===== config.mk =====
export PLATFORM = sky130hd
export DESIGN_NAME = matrix4x4_multiply
export DESIGN_NICKNAME = d
export VERILOG_FILES = /design/src/hw/rtl/mm4_pkg.sv /design/src/hw/rtl/matrix4x4_multiply.sv /design/src/hw/rtl/mm4_mac.sv
export SDC_FILE = /design/constraint.sdc
export NUM_CORES = 2
export LEC_CHECK = 0
export BUFFER_PORTS_ARGS = -buffer_cell sky130_fd_sc_hd__buf_2
export CAP_MARGIN = 25
export CORE_MARGIN = 3
export CORE_UTILIZATION = 56
export DETAILED_ROUTE_END_ITERATION = 10
export PLACE_DENSITY = 0.77
export SLEW_MARGIN = 5
export SYNTH_ARGS = -nofsm -noshare
export SYNTH_HDL_FRONTEND = slang
export SYNTH_SLANG_ARGS = --single-unit
export TNS_END_PERCENT = 50

===== constraint.sdc =====
create_clock -name i_clk -period 17.9 [get_ports i_clk]
set_input_delay 3.58 -clock i_clk [delete_from_list [all_inputs] [get_ports i_clk]]
set_output_delay 3.58 -clock i_clk [all_outputs]
set_load 0.01 [all_outputs]

===== src/hw/rtl/mm4_pkg.sv =====
`default_nettype none
package mm4_pkg;

    localparam int DATA_W         = 32;
    localparam int PROD_W         = 2 * DATA_W;
    localparam int ACC_W          = PROD_W + 2;
    localparam int POS_W          = 5;
    localparam int IDX_W          = 4;
    localparam int K_W            = 2;
    localparam int FRAC_BITS_DEF  = 16;

    localparam logic [POS_W-1:0] POS_LAST = POS_W'(31);
    localparam logic [IDX_W-1:0] IDX_LAST = IDX_W'(15);
    localparam logic [K_W-1:0]   K_FIRST  = K_W'(0);
    localparam logic [K_W-1:0]   K_LAST   = K_W'(3);

    localparam logic [DATA_W-1:0] SAT_MAX = 32'h7FFF_FFFF;
    localparam logic [DATA_W-1:0] SAT_MIN = 32'h8000_0000;

    typedef struct packed {
        logic valid;
        logic first;
        logic last;
    } t_mac_ctl;

    typedef enum logic [2:0] {
        ST_LOAD  = 3'b001,
        ST_ISSUE = 3'b010,
        ST_WAIT  = 3'b100
    } t_state;

endpackage
`default_nettype wire


===== src/hw/rtl/matrix4x4_multiply.sv =====
// Loads 32 elements at one per cycle (A then B, row-major) with o_stall low.
// After the 32nd item the 16 products come out row-major, one at a time, from
// a single shared multiply-accumulate unit; the next product is not started
// until the previous one has been taken.
// Input is stalled while products are formed. Synchronous active-low reset
// clears the control state and the load position; the operand store is not reset.
`default_nettype none
module matrix4x4_multiply #(
    parameter int FRAC_BITS = mm4_pkg::FRAC_BITS_DEF
) (
    input  wire                             i_clk,
    input  wire                             i_rst_n,
    input  wire                             i_valid,
    output logic                            o_stall,
    input  wire  [mm4_pkg::DATA_W-1:0]      i_element_value,
    output logic                            o_valid,
    input  wire                             i_stall,
    output logic [mm4_pkg::DATA_W-1:0]      o_product_value,
    output logic [mm4_pkg::IDX_W-1:0]       o_product_index,
    output logic                            o_is_last
);

    mm4_pkg::t_state                    r_state, n_state;
    logic [mm4_pkg::POS_W-1:0]          r_pos, n_pos;
    logic [mm4_pkg::IDX_W-1:0]          r_idx, n_idx;
    logic [mm4_pkg::K_W-1:0]            r_k, n_k;

    logic [mm4_pkg::DATA_W-1:0]         r_mem [2**mm4_pkg::POS_W];
    logic [mm4_pkg::DATA_W-1:0]         r_rd_a;
    logic [mm4_pkg::DATA_W-1:0]         r_rd_b;
    mm4_pkg::t_mac_ctl                  r_rd_ctl;
    mm4_pkg::t_mac_ctl                  n_rd_ctl;

    logic                               r_out_valid;
    logic [mm4_pkg::DATA_W-1:0]         r_out_value;
    logic [mm4_pkg::IDX_W-1:0]          r_out_index;
    logic                               r_out_last;

    logic                               in_take;
    logic                               out_take;
    logic                               mac_done;
    logic [mm4_pkg::DATA_W-1:0]         mac_result;
    logic [mm4_pkg::POS_W-1:0]          addr_a;
    logic [mm4_pkg::POS_W-1:0]          addr_b;

    assign in_take  = i_valid && (r_state == mm4_pkg::ST_LOAD);
    assign out_take = r_out_valid && !i_stall;
    assign addr_a   = {1'b0, r_idx[3:2], r_k};
    assign addr_b   = {1'b1, r_k, r_idx[1:0]};

    always_comb begin
        n_state        = r_state;
        n_pos          = r_pos;
        n_idx          = r_idx;
        n_k            = r_k;
        n_rd_ctl       = '0;
        unique case (r_state)
            mm4_pkg::ST_LOAD: begin
                if (in_take) begin
                    n_pos = r_pos + 1'b1;
                    if (r_pos == mm4_pkg::POS_LAST) begin
                        n_state = mm4_pkg::ST_ISSUE;
                        n_idx   = '0;
                        n_k     = mm4_pkg::K_FIRST;
                    end
                end
            end
            mm4_pkg::ST_ISSUE: begin
                n_rd_ctl.valid = 1'b1;
                n_rd_ctl.first = (r_k == mm4_pkg::K_FIRST);
                n_rd_ctl.last  = (r_k == mm4_pkg::K_LAST);
                n_k            = r_k + 1'b1;
                if (r_k == mm4_pkg::K_LAST) begin
                    n_state = mm4_pkg::ST_WAIT;
                end
            end
            mm4_pkg::ST_WAIT: begin
                if (out_take) begin
                    if (r_idx == mm4_pkg::IDX_LAST) begin
                        n_state = mm4_pkg::ST_LOAD;
                    end else begin
                        n_state = mm4_pkg::ST_ISSUE;
                        n_idx   = r_idx + 1'b1;
                    end
                end
            end
            default: begin
                n_state = mm4_pkg::ST_LOAD;
            end
        endcase
    end

    always_ff @(posedge i_clk) begin
        if (!i_rst_n) begin
            r_state     <= mm4_pkg::ST_LOAD;
            r_pos       <= '0;
            r_idx       <= '0;
            r_k         <= '0;
            r_rd_ctl    <= '0;
            r_out_valid <= 1'b0;
        end else begin
            r_state  <= n_state;
            r_pos    <= n_pos;
            r_idx    <= n_idx;
            r_k      <= n_k;
            r_rd_ctl <= n_rd_ctl;
            if (mac_done) begin
                r_out_valid <= 1'b1;
            end else if (out_take) begin
                r_out_valid <= 1'b0;
            end
        end
    end

    always_ff @(posedge i_clk) begin
        if (in_take) begin
            r_mem[r_pos] <= i_element_value;
        end
        r_rd_a <= r_mem[addr_a];
        r_rd_b <= r_mem[addr_b];
    end

    always_ff @(posedge i_clk) begin
        if (mac_done) begin
            r_out_value <= mac_result;
            r_out_index <= r_idx;
            r_out_last  <= (r_idx == mm4_pkg::IDX_LAST);
        end
    end

    mm4_mac #(
        .FRAC_BITS (FRAC_BITS)
    ) u_mac (
        .i_clk    (i_clk),
        .i_rst_n  (i_rst_n),
        .i_ctl    (r_rd_ctl),
        .i_a      (r_rd_a),
        .i_b      (r_rd_b),
        .o_done   (mac_done),
        .o_result (mac_result)
    );

    assign o_stall         = (r_state != mm4_pkg::ST_LOAD);
    assign o_valid         = r_out_valid;
    assign o_product_value = r_out_value;
    assign o_product_index = r_out_index;
    assign o_is_last       = r_out_last;

endmodule
`default_nettype wire


===== src/hw/rtl/mm4_mac.sv =====
`default_nettype none
module mm4_mac #(
    parameter int FRAC_BITS = mm4_pkg::FRAC_BITS_DEF
) (
    input  wire                             i_clk,
    input  wire                             i_rst_n,
    input  wire  mm4_pkg::t_mac_ctl         i_ctl,
    input  wire  [mm4_pkg::DATA_W-1:0]      i_a,
    input  wire  [mm4_pkg::DATA_W-1:0]      i_b,
    output logic                            o_done,
    output logic [mm4_pkg::DATA_W-1:0]      o_result
);

    localparam int HI_W = mm4_pkg::ACC_W - mm4_pkg::DATA_W + 1;

    mm4_pkg::t_mac_ctl                  r_p_ctl;
    logic signed [mm4_pkg::PROD_W-1:0]  r_prod;
    logic                               r_acc_done;
    logic signed [mm4_pkg::ACC_W-1:0]   r_acc;
    logic                               r_done;
    logic [mm4_pkg::DATA_W-1:0]         r_result;

    logic signed [mm4_pkg::ACC_W-1:0]   n_acc;
    logic signed [mm4_pkg::ACC_W-1:0]   prod_ext;
    logic signed [mm4_pkg::ACC_W-1:0]   shifted;
    logic [HI_W-1:0]                    shifted_hi;
    logic [mm4_pkg::DATA_W-1:0]         n_result;

    always_comb begin
        prod_ext = mm4_pkg::ACC_W'(r_prod);
        n_acc    = r_p_ctl.first ? prod_ext : r_acc + prod_ext;
    end

    always_comb begin
        shifted    = r_acc >>> FRAC_BITS;
        shifted_hi = shifted[mm4_pkg::ACC_W-1:mm4_pkg::DATA_W-1];
        if ((&shifted_hi) || !(|shifted_hi)) begin
            n_result = shifted[mm4_pkg::DATA_W-1:0];
        end else if (shifted[mm4_pkg::ACC_W-1]) begin
            n_result = mm4_pkg::SAT_MIN;
        end else begin
            n_result = mm4_pkg::SAT_MAX;
        end
    end

    always_ff @(posedge i_clk) begin
        if (!i_rst_n) begin
            r_p_ctl    <= '0;
            r_acc_done <= 1'b0;
            r_done     <= 1'b0;
        end else begin
            r_p_ctl    <= i_ctl;
            r_acc_done <= r_p_ctl.valid && r_p_ctl.last;
            r_done     <= r_acc_done;
        end
    end

    always_ff @(posedge i_clk) begin
        r_prod <= $signed(i_a) * $signed(i_b);
        if (r_p_ctl.valid) begin
            r_acc <= n_acc;
        end
        r_result <= n_result;
    end

    assign o_done   = r_done;
    assign o_result = r_result;

endmodule
`default_nettype wire


Word level (Yosys, flattened, before mapping)
Memories as Yosys holds them, arrays and structs flattened. A register that Yosys moved wholly into a read port is not among the register bits.
Cells that the tools add are included.
- add/sub/neg operators: 4
- multiply operators: 1
- equal/unequal tests: 12
- multiplexer cells: 22
- reduce and logical (&&, ||, !) cells: 17
- operator list (kind ; number):
    $add 66x64->66 ; 1
    $mux 66 ; 1
    $mul 32x32->64 ; 1
    $mux 32 ; 2
    $reduce_and 19->1 ; 1
    $reduce_or 19->1 ; 1
    $mux 4 ; 4
    $mux 3 ; 5
    $pmux 3 s3 ; 1
    $ne 2x2->1 const B ; 4
    $pmux 4 s2 ; 1
    $mux 2 ; 3
    $reduce_bool 2->1 ; 3
    $add 5x1->5 const B ; 1
    $eq 5x5->1 const B ; 1
    $reduce_and 5->1 ; 1
    $add 4x1->4 const B ; 1
    $eq 4x4->1 const B ; 1
    $mux 1 ; 4
    $pmux 2 s2 ; 1
    $reduce_and 2->1 ; 2
    $reduce_and 4->1 ; 1
    $eq 3x1->1 const B ; 1
    $eq 3x2->1 const B ; 1
    other kinds (10) ; 13
- bits in registers: 222
- bits in writable memories: 1024
- bits of input ports: 36
- word-level logic and storage cells: 76
- memories kept: 1
- memories (name ; depth ; width ; rd ports ; clocked after memory_dff ; write ports ; line ; RTL):
    r_mem ; 32 ; 32 ; 2 ; 2 ; 1 ; matrix4x4_multiply.sv:28 ; logic [mm4_pkg::DATA_W-1:0] r_mem [2**mm4_pkg::POS_W];

Longest topological paths before layout
- depth in word-level cells: 4
- mapped depth: 28
- mapped depth without buffers: 26

By module
From an unflattened synthesis, not the netlist that was laid out.
- cells, all modules: 6484
- area, all modules: 87078.5 sq um
- modules (own cells, without submodules) (module ; times used ; cells each ; area each (sq um) ; sequential area each (sq um)):
    mm4_mac ; 1 ; 4820 ; 45169.6 ; 4003.8
    matrix4x4_multiply ; 1 ; 1664 ; 41908.9 ; 33502.1

Worst setup path after synthesis
No wires, ideal clock.
- path type: register -> register
- start point: register r_rd_b[2] (netlist bit) (read register of r_mem)
- end point: register u_mac.r_prod[63] (netlist bit)
- library setup time: 0.123 ns
- data arrival time: 7.620 ns
- required time: 17.777 ns
- path slack: 10.157 ns
- stages on the path, launching flop included: 27
- period minus slack after synthesis: 7.743 ns
- cells stage by stage: dfxtp_1 -> clkbuf_1 -> nand2_1 -> inv_1 -> fa_1 -> fa_1 -> fa_1 -> inv_1 -> fa_1 -> inv_1 -> fa_1 -> fa_1 -> inv_1 -> fa_1 -> inv_1 -> fa_1 -> ha_1 -> clkbuf_1 -> a21o_1 -> a21oi_1 -> o21ai_0 -> a21o_1 -> a21o_1 -> a211oi_1 -> and2_1 -> a21boi_0 -> xnor2_1
- longest elaborated chain between the ends: 1
- RTL lines (item ; line ; RTL):
    start, declared ; matrix4x4_multiply.sv:30 ; logic [mm4_pkg::DATA_W-1:0] r_rd_b;
    $mul 32x32->64 ; mm4_mac.sv:59 ; r_prod <= $signed(i_a) * $signed(i_b);
    end signal, assigned ; mm4_mac.sv:59 ;
    end, declared ; mm4_mac.sv:17 ; logic signed [mm4_pkg::PROD_W-1:0] r_prod;
No other way between the ends.
A chain may end at the register's enable or synchronous reset.

Worst setup path after layout
- start point: register r_rd_b[0] (netlist bit) (read register of r_mem)
- end point: register u_mac.r_prod[62] (netlist bit)
The elaborated chain is that of the path after synthesis.

==> impl_metrics.toml <==
[worst_setup_path]
crit_family = "adder cells"
critical_path.n_buffers_inverters = 5
worstPathMaxFanout = 32
criticalPathCategory = "register to register"
critical_path.most_common_cell = "fa_1"
worst_setup_path_end_kind = "register"
worst-endpoint-arrival_ps = 8950
timing.critical_path.slowest_stage_cell = "dfxtp_1"
timing.critical_path.from_type = "register"
crit_path_cell_trace = "and2_1, ha_1, fa_1, fa_1, buf_4, inv_1, fa_1, inv_1, fa_1, fa_1, inv_1, fa_1, inv_1, fa_1, ha_1, and3_1, and2_1, and3_1, and3_1, a21oi_1, a21bo_2, mux2i_1, a2111oi_0"
critical-path-max-stage-delay_ps = 980
crit_required_ps = 18520

[timing]
rsz0062_at_grt = "false"
slew_violations = 0
fin_tns_setup_ps = 0
worst-slew-pin-transition_ps = 1000
timing.final.crit_period_ps = 8330
max_slew_margin = 0.331
setup_viol = 0
timing.fmax_mhz = 120
final.period_utilization = 0.465
final.setup_skew_ps = 69.1
finalHoldViolations = 0
whs_ps = 402

[final_layout]
fillers = 11300
layout.cells.most_common_list = "edfxtp_1, fa_1, inv_1, nand2_1, and2_1"
post_layout_nonfiller_instances = 8624
fin_util = 0.611
fin_nets = 7847
area_delta_synth_final_pct = 8.33
most_common_cell_after_layout_fill_and_taps_aside = "edfxtp_1"
drive_above_1_share = 0.119

[synthesis]
synth.distinct_cells = 83
seq_area_frac_synth = 0.431
synth_enable_flop_cells = 1127
net_count_of_the_mapped_netlist = 7862
synth_area_leaders = "edfxtp_1, fa_1, mux4_2, inv_1, dfxtp_1"
postSynthRegisterBits = 1310
share_of_async_settable_or_async_resettable_flops_after_synthesis = 0
post_synth_instance_area_sq_um = 87000
avgSynthCellArea_sq_um = 13.4
synth_warnings = 0
netlist_instances = 6486
synth_ff_type = "edfxtp_1"
synthDominantAreaCellType = "edfxtp_1"
synth_top_area_share = 0.389

[global_route]
grt_use_total = 0.271
grt_pass1_wl_mm = 326
vias_in_the_first_global_route = 55100
grt_start_max_net_pins = 113
globalRoute.totalOverflow = 0
antenna_found_initial = 10

[detailed_routing]
drt_iter0_drc = 5393
wl_met1_mm = 80.4
post-route-drc-count = 0
total_via_count_in_the_routed_design = 51400
met2WireLength_mm = 103
wl_final_mm = 210
wl_per_cell_microns = 24.4
top_layer_used = "met5"
detail-route-antenna-nets = 0
drt-pass1-iter-count = 5
met3_length_mm = 20.5
detail_route.vias_per_cell = 5.96

[cts]
htree_num_levels = 4
clkLatencyLatePin_ps = 790
cts_inserted_buffers = 132
hold_buffers = 0
clock_sink_count = 1310
buffers_inserted_by_post_cts_timing_repair = 0
tritoncts = "built"
clock_tree.buffer_depth = 3
clock_tree.root_cell = "clkbuf_16"
cts.repair.resized = 0
cts.reportedPaths.clkPinSlew_ps = 70

[floorplanning]
placement_rows = 144
boundaryPins = 75
floorplan.die.height_microns = 400
core_area_sq_um = 154000
start_util = 0.564
die_width_microns = 400
die-area_sq_um = 160000

[status]
outcome = "completed"

[placement]
dp.final_hpwl_mm = 138
port-buffer-count = 74
dp_cells = 8378
final_replace_weighted_congestion = 0.944

[flow_run]
max-cap-violations = 0

[min_path]
hold_path.class = "register to register"
==> cells by family (layout without fill, tap and decap cells) <==
family                   Yosys count  in the layout  share of synthesized area
AO/OA/AOI/OAI                    577            577                     0.0434
XOR/XNOR                         134            134                     0.0135
adder cells (fa/ha/maj)         1340           1340                      0.286
buffers and inverters           1315           1406                     0.0568
flip-flops                      1310           1310                      0.431
multiplexers                     326            326                     0.0836
other                              0              3                          0
AND/OR/NAND/NOR                 1484           1484                     0.0852
==> metal layers <==
| metal | vias to the layer above | track usage |
|---|---|---|
| li1 | 21600 | - |
| met1 | 26600 | 0.362 |
| met2 | 2744 | 0.441 |
| met3 | 484 | 0.0637 |
| met4 | 4 | 0.0913 |
| met5 | - | 0 |
==> synth_stat cells (8+ instances only) <==
master    instances
edfxtp_1       1127
and3_1           15
mux4_2          320
nor2b_1          17
xnor2_1          86
o21a_1           17
o21ai_1           9
a21boi_0         12
nor4_1            9
a21o_1          124
and2_1          553
a31oi_1          17
nand2_1         626
nand2b_1         21
ha_1            257
o21bai_1         32
inv_1           977
a211oi_1         13
dfxtp_1         183
nor2_1          121
buf_1            24
clkbuf_1        306
nor3_1           19
o21ai_0         131
o211ai_1          8
a21oi_1         144
fa_1           1083
xor2_1           48
nand4_1          35
nand3_1          29
o31ai_1          10
==> flip-flops by register name, indices dropped and copies added, names as in the netlist <==
name / cells
o_is_last: 1
o_product_index: 4
o_product_value: 32
o_valid: 1
r_idx: 4
r_k: 2
r_mem: 1024
r_pos: 5
r_rd_a: 32
r_rd_b: 32
r_rd_ctl: 3
r_state: 3
u_mac.o_done: 1
u_mac.o_result: 32
u_mac.r_acc: 66
u_mac.r_acc_done: 1
u_mac.r_p_ctl: 3
u_mac.r_prod: 64
==> area by class of cell <==
class / instances / area, sq um / area share
Multi-Input combinational cell: 3861 / 44800 / 0.475
Clock inverter: 59 / 767 / 0.00814
Timing Repair Buffer: 188 / 1290 / 0.0136
Sequential cell: 1310 / 37500 / 0.398
Clock buffer: 181 / 3630 / 0.0385
Antenna cell: 3 / 7.51 / 0.0000797
Inverter: 978 / 3670 / 0.0390
Tap cell: 2044 / 2560 / 0.0271
==> per-stage QoR <==
stage	area (sq um)	setup slack, ps
floorplan	87000	10160
global placement	89800	9810
finish	94200	9570
detailed placement	89800	9610
CTS	94200	9530
global route	94200	8990
==> worst register-to-register path: cells and delay by family (launching register included) <==
kind                       cells  cell delay, ps
AOI/OAI and AO/OA              3             710
adders and majority gates      9            4320
DFF                            1             980
buffers and inverters          5             970
and+or+nand+nor                5            1060
muxes                          1             120
==> final timing paths <==
path,end,slack [ps],from,cells after the start
min reg2reg,o_product_value[19]$_DFFE_PP_,400,u_mac.o_result[19]$_DFF_P_,0
max reg2reg,u_mac.r_prod[62]$_DFF_P_,9570,r_rd_b[0]$_DFF_P_,23
min,o_product_value[19]$_DFFE_PP_,400,u_mac.o_result[19]$_DFF_P_,0
max,u_mac.r_prod[62]$_DFF_P_,9570,r_rd_b[0]$_DFF_P_,23
Power is left out: the tool's default activity adds up to more than one toggle a clock period on the data nets, which glitch-free logic cannot reach.
